**src/rtl/core/sfh_pkg.sv**
```systemverilog
// Shared types and constants for the spring force pipeline.
// No dependencies.
package sfh_pkg;

  localparam int unsigned DIFF_W = 33;
  localparam int unsigned SQ_W   = 66;
  localparam int unsigned LEN_W  = 33;
  localparam int unsigned POS_W  = 32;
  localparam int unsigned REG_W  = 31;
  localparam int unsigned IDX_W  = 2;

  localparam logic [IDX_W-1:0] REG_STIFFNESS = 2'd0;
  localparam logic [IDX_W-1:0] REG_REST      = 2'd1;
  localparam logic [IDX_W-1:0] REG_BUNGEE    = 2'd2;

  // Per-axis magnitude and sign carried down the pipeline.
  typedef struct packed {
    logic [DIFF_W-1:0] mag;
    logic              pos;
  } axis_t;

  // Flags that travel with an item.
  typedef struct packed {
    logic slack;
    logic zero;
  } flags_t;

endpackage

```
**src/rtl/core/sfh_div.sv**
```systemverilog
// Pipelined restoring divider: quotient of (num << FRAC) / den, QW bits.
// Depends on sfh_pkg for widths. Used for the unit vector components.
module sfh_div #(
  parameter int unsigned QW     = 17,
  parameter int unsigned SIDE_W = 8
) (
  input  logic                          clk,
  input  logic                          rst,
  input  logic                          en,
  input  logic                          in_valid,
  input  logic [sfh_pkg::DIFF_W-1:0]    num,
  input  logic [sfh_pkg::LEN_W-1:0]     den,
  input  logic [SIDE_W-1:0]             in_side,
  output logic                          out_valid,
  output logic [QW-1:0]                 quo,
  output logic [SIDE_W-1:0]             out_side
);
  localparam int unsigned DW = sfh_pkg::LEN_W;

  logic [QW:0]       vld;
  logic [DW:0]       rem  [QW+1];
  logic [DW-1:0]     dv   [QW+1];
  logic [QW-1:0]     q    [QW+1];
  logic [SIDE_W-1:0] side [QW+1];

  // num <= den, so the integer part is one bit; the first stage compares num itself, unshifted, to decide it.
  assign vld[0]  = in_valid;
  assign rem[0]  = '0;
  assign dv[0]   = den;
  assign q[0]    = '0;
  assign side[0] = in_side;

  logic [DW:0] num_ext;
  assign num_ext = {1'b0, num};

  for (genvar s = 0; s < QW; s++) begin : g_stage
    logic [DW+1:0] sh;
    logic          take;
    always_comb begin
      if (s == 0) begin
        sh = {1'b0, num_ext};
      end else begin
        sh = {rem[s], 1'b0};
      end
      take = sh >= {2'b00, dv[s]};
    end
    always_ff @(posedge clk) begin
      if (rst) begin
        vld[s+1] <= 1'b0;
      end else if (en) begin
        vld[s+1] <= vld[s];
      end
    end
    always_ff @(posedge clk) begin
      if (en) begin
        rem[s+1]  <= take ? (DW+1)'(sh - {2'b00, dv[s]}) : (DW+1)'(sh);
        dv[s+1]   <= dv[s];
        q[s+1]    <= {q[s][QW-2:0], take};
        side[s+1] <= side[s];
      end
    end
  end

  assign out_valid = vld[QW];
  assign quo       = q[QW];
  assign out_side  = side[QW];
endmodule

```
**config.mk**
```make
export PLATFORM = sky130hd
export DESIGN_NAME = sfh_div
export DESIGN_NICKNAME = d
export VERILOG_FILES = /design/src/rtl/core/sfh_pkg.sv /design/src/rtl/core/sfh_div.sv
export SDC_FILE = /design/constraint.sdc
export NUM_CORES = 2
export LEC_CHECK = 0
export ABC_AREA = 1
export BUFFER_PORTS_ARGS = -buffer_cell sky130_fd_sc_hd__buf_2
export CAP_MARGIN = 20
export CORE_ASPECT_RATIO = 0.5
export CORE_UTILIZATION = 60
export CTS_CLUSTER_DIAMETER = 50
export DETAILED_ROUTE_END_ITERATION = 10
export HOLD_SLACK_MARGIN = 0.06
export PLACE_DENSITY = 0.76
export SLEW_MARGIN = 40
export SYNTH_ARGS = -nofsm -noshare
export SYNTH_HDL_FRONTEND = slang
export SYNTH_SLANG_ARGS = --single-unit
```
**constraint.sdc**
```tcl
create_clock -name clk -period 2.6 [get_ports clk]
set_input_delay 0.13 -clock clk [delete_from_list [all_inputs] [get_ports clk]]
set_output_delay 0.13 -clock clk [all_outputs]
set_load 0.05 [all_outputs]
```
Yosys cells after proc, flatten, opt, wreduce, memory -nomap -nowiden:

Cells that the tools add are included.

* register bits after elaboration: 1378
* bits of input ports: 78
* output and inout port bits: 26
* logic and storage cells: 148

* $add $sub $neg: 16
* order comparisons: 17
* muxes and demuxes: 16

Operators with widths (count)
* $ge 35x33->1: 16
* $mux 34: 15
* $sub 34x33->34: 15
* $sub 33x33->34: 1
* $ge 33x33->1: 1
* $mux 33: 1

Logic depth before layout (Yosys ltp):

* depth in word-level cells: 2
* depth in mapped cells: 17
* gate-level depth less buffers: 16

Worst setup path before layout:

No wires, ideal clock.

* path kind: flip-flop to flip-flop
* from: reg rem (netlist bit g_stage[10].sh[17])
* to: reg rem (netlist bit g_stage[11].sh[21]) (data pin)
* library setup time: 0.252 ns
* arrival: 1.778 ns
* required time: 2.348 ns
* path slack: 0.569 ns
* stages on the path, launching flop included: 12
* buffers on the path: 1
* clock period less this slack: 2.031 ns
* path through: edfxtp_1 ha_1 nand2_1 nor2_2 nand2_2 nor2_2 nand3b_2 nor3_4 nor2_4 buf_8 nand2_1 nand2_1

* longest elaborated chain between the ends: 2
* elaborated cells between the ends (all ways): 3
* classes of those cells: add/sub (1); order compare (1); mux (1)

RTL lines
* start, declared: line sfh_div.sv:21 `logic [DW:0] rem [QW+1];`
* start signal, assigned by index: line sfh_div.sv:56 `rem[s+1] <= take ? (DW+1)'(sh - {2'b00, dv[s]}) : (DW+1)'(sh);`
* $sub 34x33->34 / $ge 35x33->1 (equally long branches): line sfh_div.sv:56, sfh_div.sv:45
* $mux 34 (*): line sfh_div.sv:56

Every way passes the cells marked *; elsewhere a longest branch is shown, timed or not.
A chain may end at the register's enable or synchronous reset.

Worst setup path after layout:

* from: reg dv[298] in the netlist's numbering
* to: reg rem (netlist bit g_stage[9].sh[3]) (data pin)

* longest elaborated chain between the ends: 2
* elaborated cells between the ends (all ways): 3
* classes of those cells: add/sub (1); order compare (1); mux (1)

RTL lines
* start, declared: line sfh_div.sv:22 `logic [DW-1:0] dv [QW+1];`
* start signal, assigned by index: line sfh_div.sv:57 `dv[s+1] <= dv[s];`
* $sub 34x33->34 / $ge 35x33->1 (equally long branches): line sfh_div.sv:56, sfh_div.sv:45
* $mux 34 (*): line sfh_div.sv:56

Marks and branches as above.

==> results.md <==
* Die area at 155,300 µm²
* Crit path largest cell delay at 440 ps
* Cell variety after synth at 50
* Hold Fails Final Rpt at 0
* Number of warning messages in the yosys log at 0
* Num CTS Buffers at 146
* Fraction of layout instances using a drive strength above 1 at 10.65%
* Total of buffers placed on input and output ports at 103
* Max-Slew Margin vs Limit at 55.40%
* Horizontal extent of the die at 556.2 µm
* Total global routing overflow at 0
* Number of synthesized flops with an enable pin at 1,361
* Worst-skew pair later-pin latency at 810 ps
* Class of the most critical setup path: flip-flop to flip-flop
* Proportion of synthesized chip area in sequential cells at 44.72%
* Tcrit/Tclk final at 99.15%
* Peak supply drop at 0.6151 mV
* Drt first pass iters at 8
* Core region area at 152,200 µm²
* Required time at the worst-slack endpoint at 3150 ps
* Leading cell types in the layout, fill and taps excluded: nand2_1, inv_1, edfxtp_1, nor2_1, buf_4
* DRC viols at 0
* Number of cell rows at 101
* Max-cap violations at 0
* Cell area after placement at 100,200 µm²
* FF+latch count, synth at 1,378
* Setup-failing EPs final at 0
* Setup TNS at 0 ps
* Leading register cell type out of synthesis: edfxtp_1
* Final worst setup slack at 22.01 ps
* Number of nets produced by synthesis at 12,820
* Clock Skew at 43.63 ps
* Slew at the pin closest to its max-slew limit at 669.0 ps
* Unrepaired setup endpoints after global routing: true
* Number of antenna violations at the first check in global routing at 1
* Most common cell after layout, fill and taps aside: nand2_1
* Chip Height at 279.1 µm
* Arrival time of the worst setup path at 3130 ps
* End-of-flow core utilization at 70.04%
* Post-synth ARST share at 0%
* Wirelength, routed at 289,500 µm
* Number of primary I/O pins at 104
* H-tree Lvls at 4
* Via count of the first global-routing pass at 82,910
* Result of the run: finished, final reports clean
* GRT Util Overall at 36.98%
* Avg Cell Area, Syn at 7.575 µm²
* Clock buffer depth at 4
* Worst Path Max Fanout at 20
* Netlist area before placement at 92,150 µm²
* Wirelength per Cell at 18.91 µm
* Post-DP HPWL at 230,400 µm
* Cell seen most often among critical-path stages: nand3_2
* Register clock-pin slew on the reported worst setup and hold paths at 70 ps
* TritonCTS clock tree: done
* Startpoint type of the worst setup path: flip-flop
* Starting density of the core at 60.56%
* Pin count of the biggest net entering global routing at 120
* Hold/Removal Path Class: input port to flip-flop
* Instance count of the mapped netlist at 12,170
* Fin. max-slew vios at 0
* Power density normalized to cell area at 1153 nW/µm²
* Clock root buffer: clkbuf_16
* Critical path's slowest cell: edfxtp_1
* Fmax at 387.9 MHz
* First-pass GRT wire length at 439,000 µm
* CP endpoint kind: flip-flop
* Via count at 81,700
* Area growth syn-to-layout at 15.65%
* Number of antenna cells inserted at 0
* Number of nets at the end of the flow at 13,800
* Cell-by-cell trace of the critical path: inv_2 -> ha_1 -> buf_4 -> nand3_1 -> nand3_2 -> nand2_1 -> nand3_2 -> nand3_2 -> nand2_4 -> buf_4 -> buf_12 -> nand3_1 -> nand2_1
* Vias per Instance at 5.338
* Fin area at 106,600 µm²
* Clock net sink count at 1,378
* Setup Slack @ Placement at -82.27 ps
* Initial detailed-routing violation count at 6,074
* Static Leakage at 54.99 nW
* Fin crit period at 2578 ps
* Antenna Violating Nets Remaining at 0
* Final Wtd Congestion at 1.052
[layer usage]
metal	GRT usage (%)	wire [µm]	up-vias
met5	0	0	-
met4	33.77	30670	0
met3	4.049	12480	1307
met2	72.30	153700	3210
met1	33.15	92600	37150
li1	-	-	40040
[cell families (layout without fill, tap and decap cells)]
family / Yosys count / in the layout / share of synthesized area [%]
buf+inv: 2397 / 3478 / 10.59
flops: 1378 / 1378 / 44.72
simple gates: 6971 / 6971 / 30.72
compound gates: 581 / 581 / 3.529
fa+ha+maj: 576 / 576 / 7.951
xor+xnor: 262 / 262 / 2.490
[synthesized netlist by cell type, drive strengths merged, types with 4 or more instances]
| cell | n | area share, % |
|---|---|---|
| o211ai | 4 | 0.033 |
| o21bai | 68 | 0.55 |
| xnor2 | 34 | 0.32 |
| xor2 | 228 | 2.2 |
| dfxtp | 17 | 0.37 |
| or2 | 37 | 0.25 |
| nand3b | 83 | 0.69 |
| clkbuf | 4 | 0.016 |
| nand2 | 5056 | 21 |
| fa | 16 | 0.35 |
| inv | 2263 | 9.2 |
| nand4 | 62 | 0.43 |
| o21ai | 52 | 0.28 |
| edfxtp | 1361 | 44 |
| and3 | 15 | 0.10 |
| buf | 129 | 1.3 |
| nand3 | 665 | 3.7 |
| ha | 560 | 7.6 |
| a21oi | 424 | 2.4 |
| and2 | 4 | 0.030 |
| o21a | 9 | 0.073 |
| a21o | 22 | 0.18 |
| nor3 | 103 | 0.65 |
| nor2 | 943 | 4.0 |
[cell type report]
class	count	area (µm²)
well taps	2060	2577
flip-flops and latches	1378	41210
clock inverters	91	894.6
fillers	12120	45580
inverters	2264	8526
repair buffers	961	7864
multi-input cells	8390	41700
clock buffers	162	3797
[flip-flops by register name, indices dropped and copies added, names as in the netlist]
signal	cells
g_stage.sh	544
dv	528
q	136
side	128
quo	17
vld	16
out_side	8
out_valid	1
[per-stage QoR]
stage                     cells  hold slack [ps]  power (W)
after floorplan           12170            228.9    0.07679
after global placement    14940            307.7    0.09765
after detailed placement  14940            310.3    0.09930
after CTS                 15290            60.58     0.1208
after global routing      15310            70.96     0.1309
final                     15310            87.49     0.1228
[worst max-delay path, delay by kind of cell (launching register included)]
kind | cells | cell delay (ps)
DFF | 1 | 440
adders and majority gates | 1 | 280
and+or+nand+nor | 8 | 980
buffers and inverters | 4 | 600
[path summary, 6_finish.rpt]
check        slack, ps          endpoint  startpoint  cells after the start
min                 90           dv[538]     den[10]                      2
max reg2reg         20  g_stage[9].sh[3]     dv[298]                     13
min reg2reg        410         side[123]   side[131]                      0
max                 20  g_stage[9].sh[3]     dv[298]                     13
[what timing repair did]
item	in CTS	in global routing
endpoints found under the setup margin	21	439
pin swaps	1	3
gates resized for setup	2	143
setup buffers	3	12
hold buffers	99	0
hold endpoints to repair	275	0
[where the power goes]
group | switching [W] | leakage, nW | internal [W]
Sequential | 0.00324 | 13.4 | 0.0323
Clock | 0.00933 | 2.25 | 0.0119
Combinational | 0.0422 | 39.3 | 0.0238
Total | 0.0548 | 55.0 | 0.0680
Note: power is estimated with default switching activity, not from simulation.
