<file path="src/rtl/core/sfh_pkg.sv">
// Shared types and constants for the spring force pipeline.
// No dependencies.
package sfh_pkg;

  localparam int unsigned DIFF_W = 33;
  localparam int unsigned SQ_W   = 66;
  localparam int unsigned LEN_W  = 33;
  localparam int unsigned POS_W  = 32;
  localparam int unsigned REG_W  = 31;
  localparam int unsigned IDX_W  = 2;

  localparam logic [IDX_W-1:0] REG_STIFFNESS = 2'd0;
  localparam logic [IDX_W-1:0] REG_REST      = 2'd1;
  localparam logic [IDX_W-1:0] REG_BUNGEE    = 2'd2;

  // Per-axis magnitude and sign carried down the pipeline.
  typedef struct packed {
    logic [DIFF_W-1:0] mag;
    logic              pos;
  } axis_t;

  // Flags that travel with an item.
  typedef struct packed {
    logic slack;
    logic zero;
  } flags_t;

endpackage

</file>
<file path="src/rtl/core/sfh_sqrt.sv">
// Pipelined restoring square root, one result bit per stage.
// Depends on sfh_pkg. Carries a side payload alongside each operand.
module sfh_sqrt #(
  parameter int unsigned SIDE_W = 8
) (
  input  logic                             clk,
  input  logic                             rst,
  input  logic                             en,
  input  logic                             in_valid,
  input  logic [sfh_pkg::SQ_W-1:0]         radicand,
  input  logic [SIDE_W-1:0]                in_side,
  output logic                             out_valid,
  output logic [sfh_pkg::LEN_W-1:0]        root,
  output logic [SIDE_W-1:0]                out_side
);
  localparam int unsigned N = sfh_pkg::LEN_W;
  localparam int unsigned RW = sfh_pkg::LEN_W + 2;

  logic [N:0]                   vld;
  logic [sfh_pkg::SQ_W-1:0]     rad  [N+1];
  logic [RW-1:0]                rem  [N+1];
  logic [N-1:0]                 qt   [N+1];
  logic [SIDE_W-1:0]            side [N+1];

  assign vld[0]  = in_valid;
  assign rad[0]  = radicand;
  assign rem[0]  = '0;
  assign qt[0]   = '0;
  assign side[0] = in_side;

  // Each stage brings down two radicand bits and decides one root bit.
  for (genvar s = 0; s < N; s++) begin : g_stage
    logic [RW-1:0] trial;
    logic [RW-1:0] shifted;
    logic          take;
    always_comb begin
      shifted = {rem[s][RW-3:0], rad[s][sfh_pkg::SQ_W-1 -: 2]};
      trial   = {qt[s], 2'b01};
      take    = shifted >= trial;
    end
    always_ff @(posedge clk) begin
      if (rst) begin
        vld[s+1] <= 1'b0;
      end else if (en) begin
        vld[s+1] <= vld[s];
      end
    end
    always_ff @(posedge clk) begin
      if (en) begin
        rad[s+1]  <= {rad[s][sfh_pkg::SQ_W-3:0], 2'b00};
        rem[s+1]  <= take ? shifted - trial : shifted;
        qt[s+1]   <= {qt[s][N-2:0], take};
        side[s+1] <= side[s];
      end
    end
  end

  assign out_valid = vld[N];
  assign root      = qt[N];
  assign out_side  = side[N];
endmodule

</file>
<file path="config.mk">
export PLATFORM = sky130hd
export DESIGN_NAME = sfh_sqrt
export DESIGN_NICKNAME = d
export VERILOG_FILES = /design/src/rtl/core/sfh_pkg.sv /design/src/rtl/core/sfh_sqrt.sv
export SDC_FILE = /design/constraint.sdc
export NUM_CORES = 2
export LEC_CHECK = 0
export BUFFER_PORTS_ARGS = -buffer_cell sky130_fd_sc_hd__buf_2
export CAP_MARGIN = 40
export CORE_ASPECT_RATIO = 1.1
export CORE_MARGIN = 2
export CORE_UTILIZATION = 45
export CTS_CLUSTER_SIZE = 10
export DETAILED_ROUTE_END_ITERATION = 10
export SYNTH_ARGS = -nofsm -noshare
export SYNTH_HDL_FRONTEND = slang
export SYNTH_SLANG_ARGS = --single-unit
export TNS_END_PERCENT = 1
</file>
<file path="constraint.sdc">
create_clock -name clk -period 10.11 [get_ports clk]
set_input_delay 0.5055 -clock clk [delete_from_list [all_inputs] [get_ports clk]]
set_output_delay 0.5055 -clock clk [all_outputs]
set_load 0.1 [all_outputs]
</file>
# Word level (Yosys, flattened, before mapping)

Cells that the tools add are included.

Add/subtract/negate cells: 32
Multiply operators: 0
Divide/modulo/power cells: 0
Magnitude comparators: 33
Eq/ne operators: 0
Shift-type cells: 0
Multiplexer cells: 32
Bitwise operators: 0
Reduce and logical (&&, ||, !) cells: 0

Operators with widths:

| operator                                     | number |
|---|---|
| two-way mux 33 bit                           | 31 |
| greater-or-equal comparator 35 x 10 -> 1 bit | 1 |
| greater-or-equal comparator 35 x 11 -> 1 bit | 1 |
| greater-or-equal comparator 35 x 12 -> 1 bit | 1 |
| greater-or-equal comparator 35 x 13 -> 1 bit | 1 |
| greater-or-equal comparator 35 x 14 -> 1 bit | 1 |
| greater-or-equal comparator 35 x 15 -> 1 bit | 1 |
| greater-or-equal comparator 35 x 16 -> 1 bit | 1 |
| greater-or-equal comparator 35 x 17 -> 1 bit | 1 |
| greater-or-equal comparator 35 x 18 -> 1 bit | 1 |
| greater-or-equal comparator 35 x 19 -> 1 bit | 1 |
| greater-or-equal comparator 35 x 20 -> 1 bit | 1 |
| greater-or-equal comparator 35 x 21 -> 1 bit | 1 |
| greater-or-equal comparator 35 x 22 -> 1 bit | 1 |
| greater-or-equal comparator 35 x 23 -> 1 bit | 1 |
| greater-or-equal comparator 35 x 24 -> 1 bit | 1 |
| greater-or-equal comparator 35 x 25 -> 1 bit | 1 |
| greater-or-equal comparator 35 x 26 -> 1 bit | 1 |
| greater-or-equal comparator 35 x 27 -> 1 bit | 1 |
| greater-or-equal comparator 35 x 28 -> 1 bit | 1 |
| greater-or-equal comparator 35 x 29 -> 1 bit | 1 |
| greater-or-equal comparator 35 x 3 -> 1 bit  | 1 |
| greater-or-equal comparator 35 x 30 -> 1 bit | 1 |
| greater-or-equal comparator 35 x 31 -> 1 bit | 1 |
| other kinds (43)                             | 43 |

Bits in registers: 2940
Bits in latches: 0
Memory bits (writable): 0
Memory bits (read-only): 0
Bits of input ports: 78
Output and inout bits: 42
Memories kept: 0

# Depth between registers and ports, before layout

Depth after elaboration: 2
Mapped depth: 14
Depth with buffers taken out: 12

# Worst setup path after synthesis

Ideal clock, no wire load.

Path kind: register to register
Start point: register rem, in the netlist g_stage[12].shifted[22]
End point: register rem, in the netlist g_stage[13].shifted[28], data pin
Arrival: 3.316 ns
Required time: 9.839 ns
Setup slack: 6.523 ns
Stages on the path, launching flop included: 11
Path through: edfxtp_1 > or4_1 > or3_4 > or4_4 > or3_1 > or3_1 > or3_4 > o221ai_2 > buf_6 > nor4_1 > xor2_1

Word-level cells in the longest chain between the ends: 2
Elaborated cells on any way between the ends: 3
Those cells by class: add/sub (1); order compare (1); mux (1)

RTL lines:

| element                                                                                             | line                           | text |
|---|---|---|
| start, declared                                                                                     | sfh_sqrt.sv:21                 | `logic [RW-1:0] rem [N+1];` |
| start signal, assigned by index                                                                     | sfh_sqrt.sv:51                 | `rem[s+1] <= take ? shifted - trial : shifted;` |
| subtractor 33 x 14 -> 33 bit / greater-or-equal comparator 35 x 14 -> 1 bit (equally long branches) | sfh_sqrt.sv:51, sfh_sqrt.sv:39 |  |
| two-way mux 33 bit *                                                                                | sfh_sqrt.sv:51                 |  |

Mark *: on every way between the ends. The rest lies on a longest branch, timed or not.
A chain may end at the register's enable or synchronous reset.

# Worst setup path after layout

Start point: register rem, in the netlist g_stage[11].shifted[22]
End point: register rem, in the netlist g_stage[12].shifted[9], data pin

Word-level cells in the longest chain between the ends: 2

RTL lines:

| element                                      | line           | text |
|---|---|---|
| greater-or-equal comparator 35 x 13 -> 1 bit | sfh_sqrt.sv:39 | `take = shifted >= trial;` |
| two-way mux 33 bit                           | sfh_sqrt.sv:51 |  |

Every way passes these cells.

==> impl_metrics.tcl <==
set metrics [dict create \
    ioPinCount 120 \
    ys_top_cells_by_area "edfxtp_1 (66%), ha_1 (5.6%), xor2_1 (2.8%)" \
    ys_async_sr_fraction 0 \
    core_area_um2 292000 \
    status "finished clean" \
    yosysWarnings 0 \
    cts_sinks 2922 \
    synth_area_per_cell_um2 13.4 \
    layout.nets 10892 \
    firstDrtPassIters 8 \
    clkTransAtPathRegs_ps 60 \
    post-cts-setup-buffer-count 0 \
    wl_um 271000 \
    crit_path_start_kind "flip-flop" \
    power.density_nw_per_um2 232 \
    cellLeakagePower_nw 55.9 \
    max_freq_mhz 242 \
    hpwl_um 191000 \
    post-route-period-util 0.409 \
    areaGrowthSynthToFinish_pct 11.9 \
    crit_fanout 19 \
    slew_viol_final 0 \
    synth_nets 10505 \
    crit_type "reg -> reg" \
    r2r_cells 8 \
    hp-class "in -> reg" \
    grt_usage 0.179 \
    cts_root_buf "clkbuf_16" \
    numCtsBuffers 343 \
    routabilityCongestion 0.918 \
    critPathSlowestCell "or4_1" \
    drive_above_1_share 0.0794 \
    cts_tree "done" \
    viasPerCell 5.39 \
    dieArea_um2 298000 \
    crit_chain "or4_1 -> or4_1 -> or3_1 -> or3_1 -> nor4_1 -> and3_1 -> inv_2 -> mux2_2" \
    drt_iter0_drc 5633 \
    grt_overflow 0 \
    wl_per_cell_um 19.1 \
    critPathMaxStageDelay_ps 570 \
    start_util 0.452 \
    synthesis.area_um2 132000 \
    die_h_um 572 \
    vdd_ir_drop_max_uv 164 \
    power_mw 34.3 \
    htreeDepth 5 \
    crit_required_ps 10780 \
    clk_latency_ps 930 \
    hold_violations 0 \
    tightest_slew_ps 1130 \
    synth_seq_cells 2922 \
    max_slew_margin 0.249 \
    tns_ps 0 \
    cts_buffer_depth 4 \
    grt_pass1_wl_um 424000 \
    synth_edf_count 2889 \
    first_global_vias 76528 \
    ys_seq_area_frac 0.662 \
    rows 208 \
    dr_total_vias 76660 \
    die_w_um 521 \
    antenna_found_initial 3 \
    synth_top_area_share 0.657 \
    grt_max_degree 191 \
    yosysUniqueCellTypes 93 \
    port_buffers 119 \
    syn_inst 9832 \
    end_kind "flip-flop" \
    holdPathStages 2 \
    drcViolationCount 0 \
    rsz0062_at_grt "false" \
    cap_violations 0 \
    setup_violations 0 \
    clock_skew_ps 63.4 \
    finalCriticalPeriod_ps 4140 \
    synth-main-ff-cell "edfxtp_1" \
    final_antenna_net_count 0 \
    synth_largest_area_cell "edfxtp_1" \
    crit_arrival_ps 4810 \
]
[through the flow]
stage	hold slack [ps]	worst slack, ps	util	cells	area [um2]
2_1_floorplan	400	6520	-	9832	132000
3_3_place_gp	400	5640	0.470	13666	137000
3_5_place_dp	405	6000	0.471	13682	138000
4_1_cts	27.1	6010	0.506	14223	148000
5_1_grt	83.9	5680	0.506	14225	148000
6_report	108	5970	0.506	14225	148000
[kinds of logic after synthesis]
logic type | count (synthesis) | synth area share
mux | 201 | 0.0167
xor+xnor | 829 | 0.0550
fa+ha+maj | 595 | 0.0564
compound gates | 1916 | 0.0913
buf+inv | 967 | 0.0280
other cells | 1 | 0.0000284
simple gates | 2401 | 0.0907
flops | 2922 | 0.662
[sequential cells by signal, indices dropped and copies added (netlist names)]
signal and flops:
out_side 8, out_valid 1, root 33, g_stage.shifted 1072
vld 32, side 256, g_stage.trial 528, rad 992
[power by group]
part	switching [mW]	leakage (nW)	internal, mW
Sequential	0.964	28.1	15.3
Combinational	4.16	23.1	3.04
Clock	4.60	4.63	6.23
[critical path, delay by kind of cell (launching register included)]
family | cells | cell delay, ps
buffers and inverters | 1 | 270
AND/OR/NAND/NOR | 6 | 2840
multiplexers | 1 | 330
flip-flops | 1 | 430
[final timing paths]
| path | startpoint | endpoint | slack (ps) |
|---|---|---|---|
| worst max register to register | g_stage[11].shifted[22]$_DFFE_PP_ | g_stage[12].shifted[9]$_DFFE_PP_ | 5970 |
| worst max-delay path | g_stage[11].shifted[22]$_DFFE_PP_ | g_stage[12].shifted[9]$_DFFE_PP_ | 5970 |
| worst min register to register | rad[1181]$_DFFE_PP_ | rad[1117]$_DFFE_PP_ | 390 |
| worst min-delay path | rst | vld[22]$_SDFFE_PP0P_ | 110 |
[area by class of cell]
class	instances	area (um2)
Fill cell	24824	144000
Sequential cell	2922	87400
Multi-Input combinational cell	5943	41000
Inverter	751	2820
Clock inverter	61	568
Tap cell	3885	4860
Clock buffer	404	8920
Timing Repair Buffer	258	2170
Antenna cell	1	2.50
[routing by layer]
metal | global-route usage | vias up | share of wire
li1 | - | 37298 | -
met1 | 0.217 | 37125 | 0.41
met4 | 0.0666 | 0 | 0.037
met5 | 0 | - | 0
met2 | 0.320 | 1671 | 0.51
met3 | 0.0272 | 566 | 0.043
[cells in the mapped netlist (all sizes together), types with 12 or more instances]
| cell | number |
|---|---|
| a221oi | 12 |
| a211o | 16 |
| inv | 750 |
| o22ai | 15 |
| nand4b | 18 |
| a21boi | 37 |
| mux2 | 155 |
| mux2i | 46 |
| nand2b | 113 |
| and4 | 23 |
| o21bai | 58 |
| and2 | 30 |
| o31ai | 67 |
| a311oi | 13 |
| or2 | 52 |
| nand3b | 24 |
| nand3 | 150 |
| a21o | 262 |
| xnor2 | 408 |
| or3 | 96 |
| a211oi | 46 |
| buf | 36 |
| nor2 | 598 |
| or4 | 69 |
| nand2 | 567 |
| dfxtp | 33 |
| o31a | 17 |
| a21oi | 554 |
| and3 | 53 |
| edfxtp | 2889 |
| o41ai | 13 |
| clkbuf | 180 |
| a31oi | 57 |
| ha | 595 |
| o21ai | 467 |
| o211ai | 36 |
| nor4 | 133 |
| o21a | 124 |
| xor2 | 421 |
| nor3 | 244 |
| nand4 | 105 |
| nor2b | 91 |
| a31o | 15 |
| nor4b | 13 |
| a2111oi | 18 |
[timing repair]
| item | in CTS | in global routing |
|---|---|---|
| hold buffers | 76 | 0 |
| endpoints found under the hold margin | 76 | 0 |
| gates resized for setup | 0 | 0 |
| endpoints found under the setup margin | 0 | 0 |
[cells in the final DEF (no fill, tap or decap), types with 30 or more instances in the layout]
cell           count
nand3_1          150
and2_1            30
nand4_1          105
nor3_1           242
xnor2_1          408
mux2i_1           46
ha_1             595
clkbuf_16        348
nand2_1          567
nor2b_1           91
buf_4             34
a21o_1           262
or2_2             51
dfxtp_1           33
o21a_1           124
nor4_1           131
or4_1             68
edfxtp_1        2889
o21bai_1          57
o21ai_0          459
a21oi_1          551
inv_1            748
nor2_1           596
o211ai_1          35
o31ai_1           67
buf_2            121
clkbuf_1          56
or3_1             94
and3_1            53
nand2b_1         113
mux2_2           155
a211oi_1          46
dlygate4sd3_1     76
a21boi_0          36
a31oi_1           53
xor2_1           421
No activity file was read; power rests on OpenSTA's default activity.
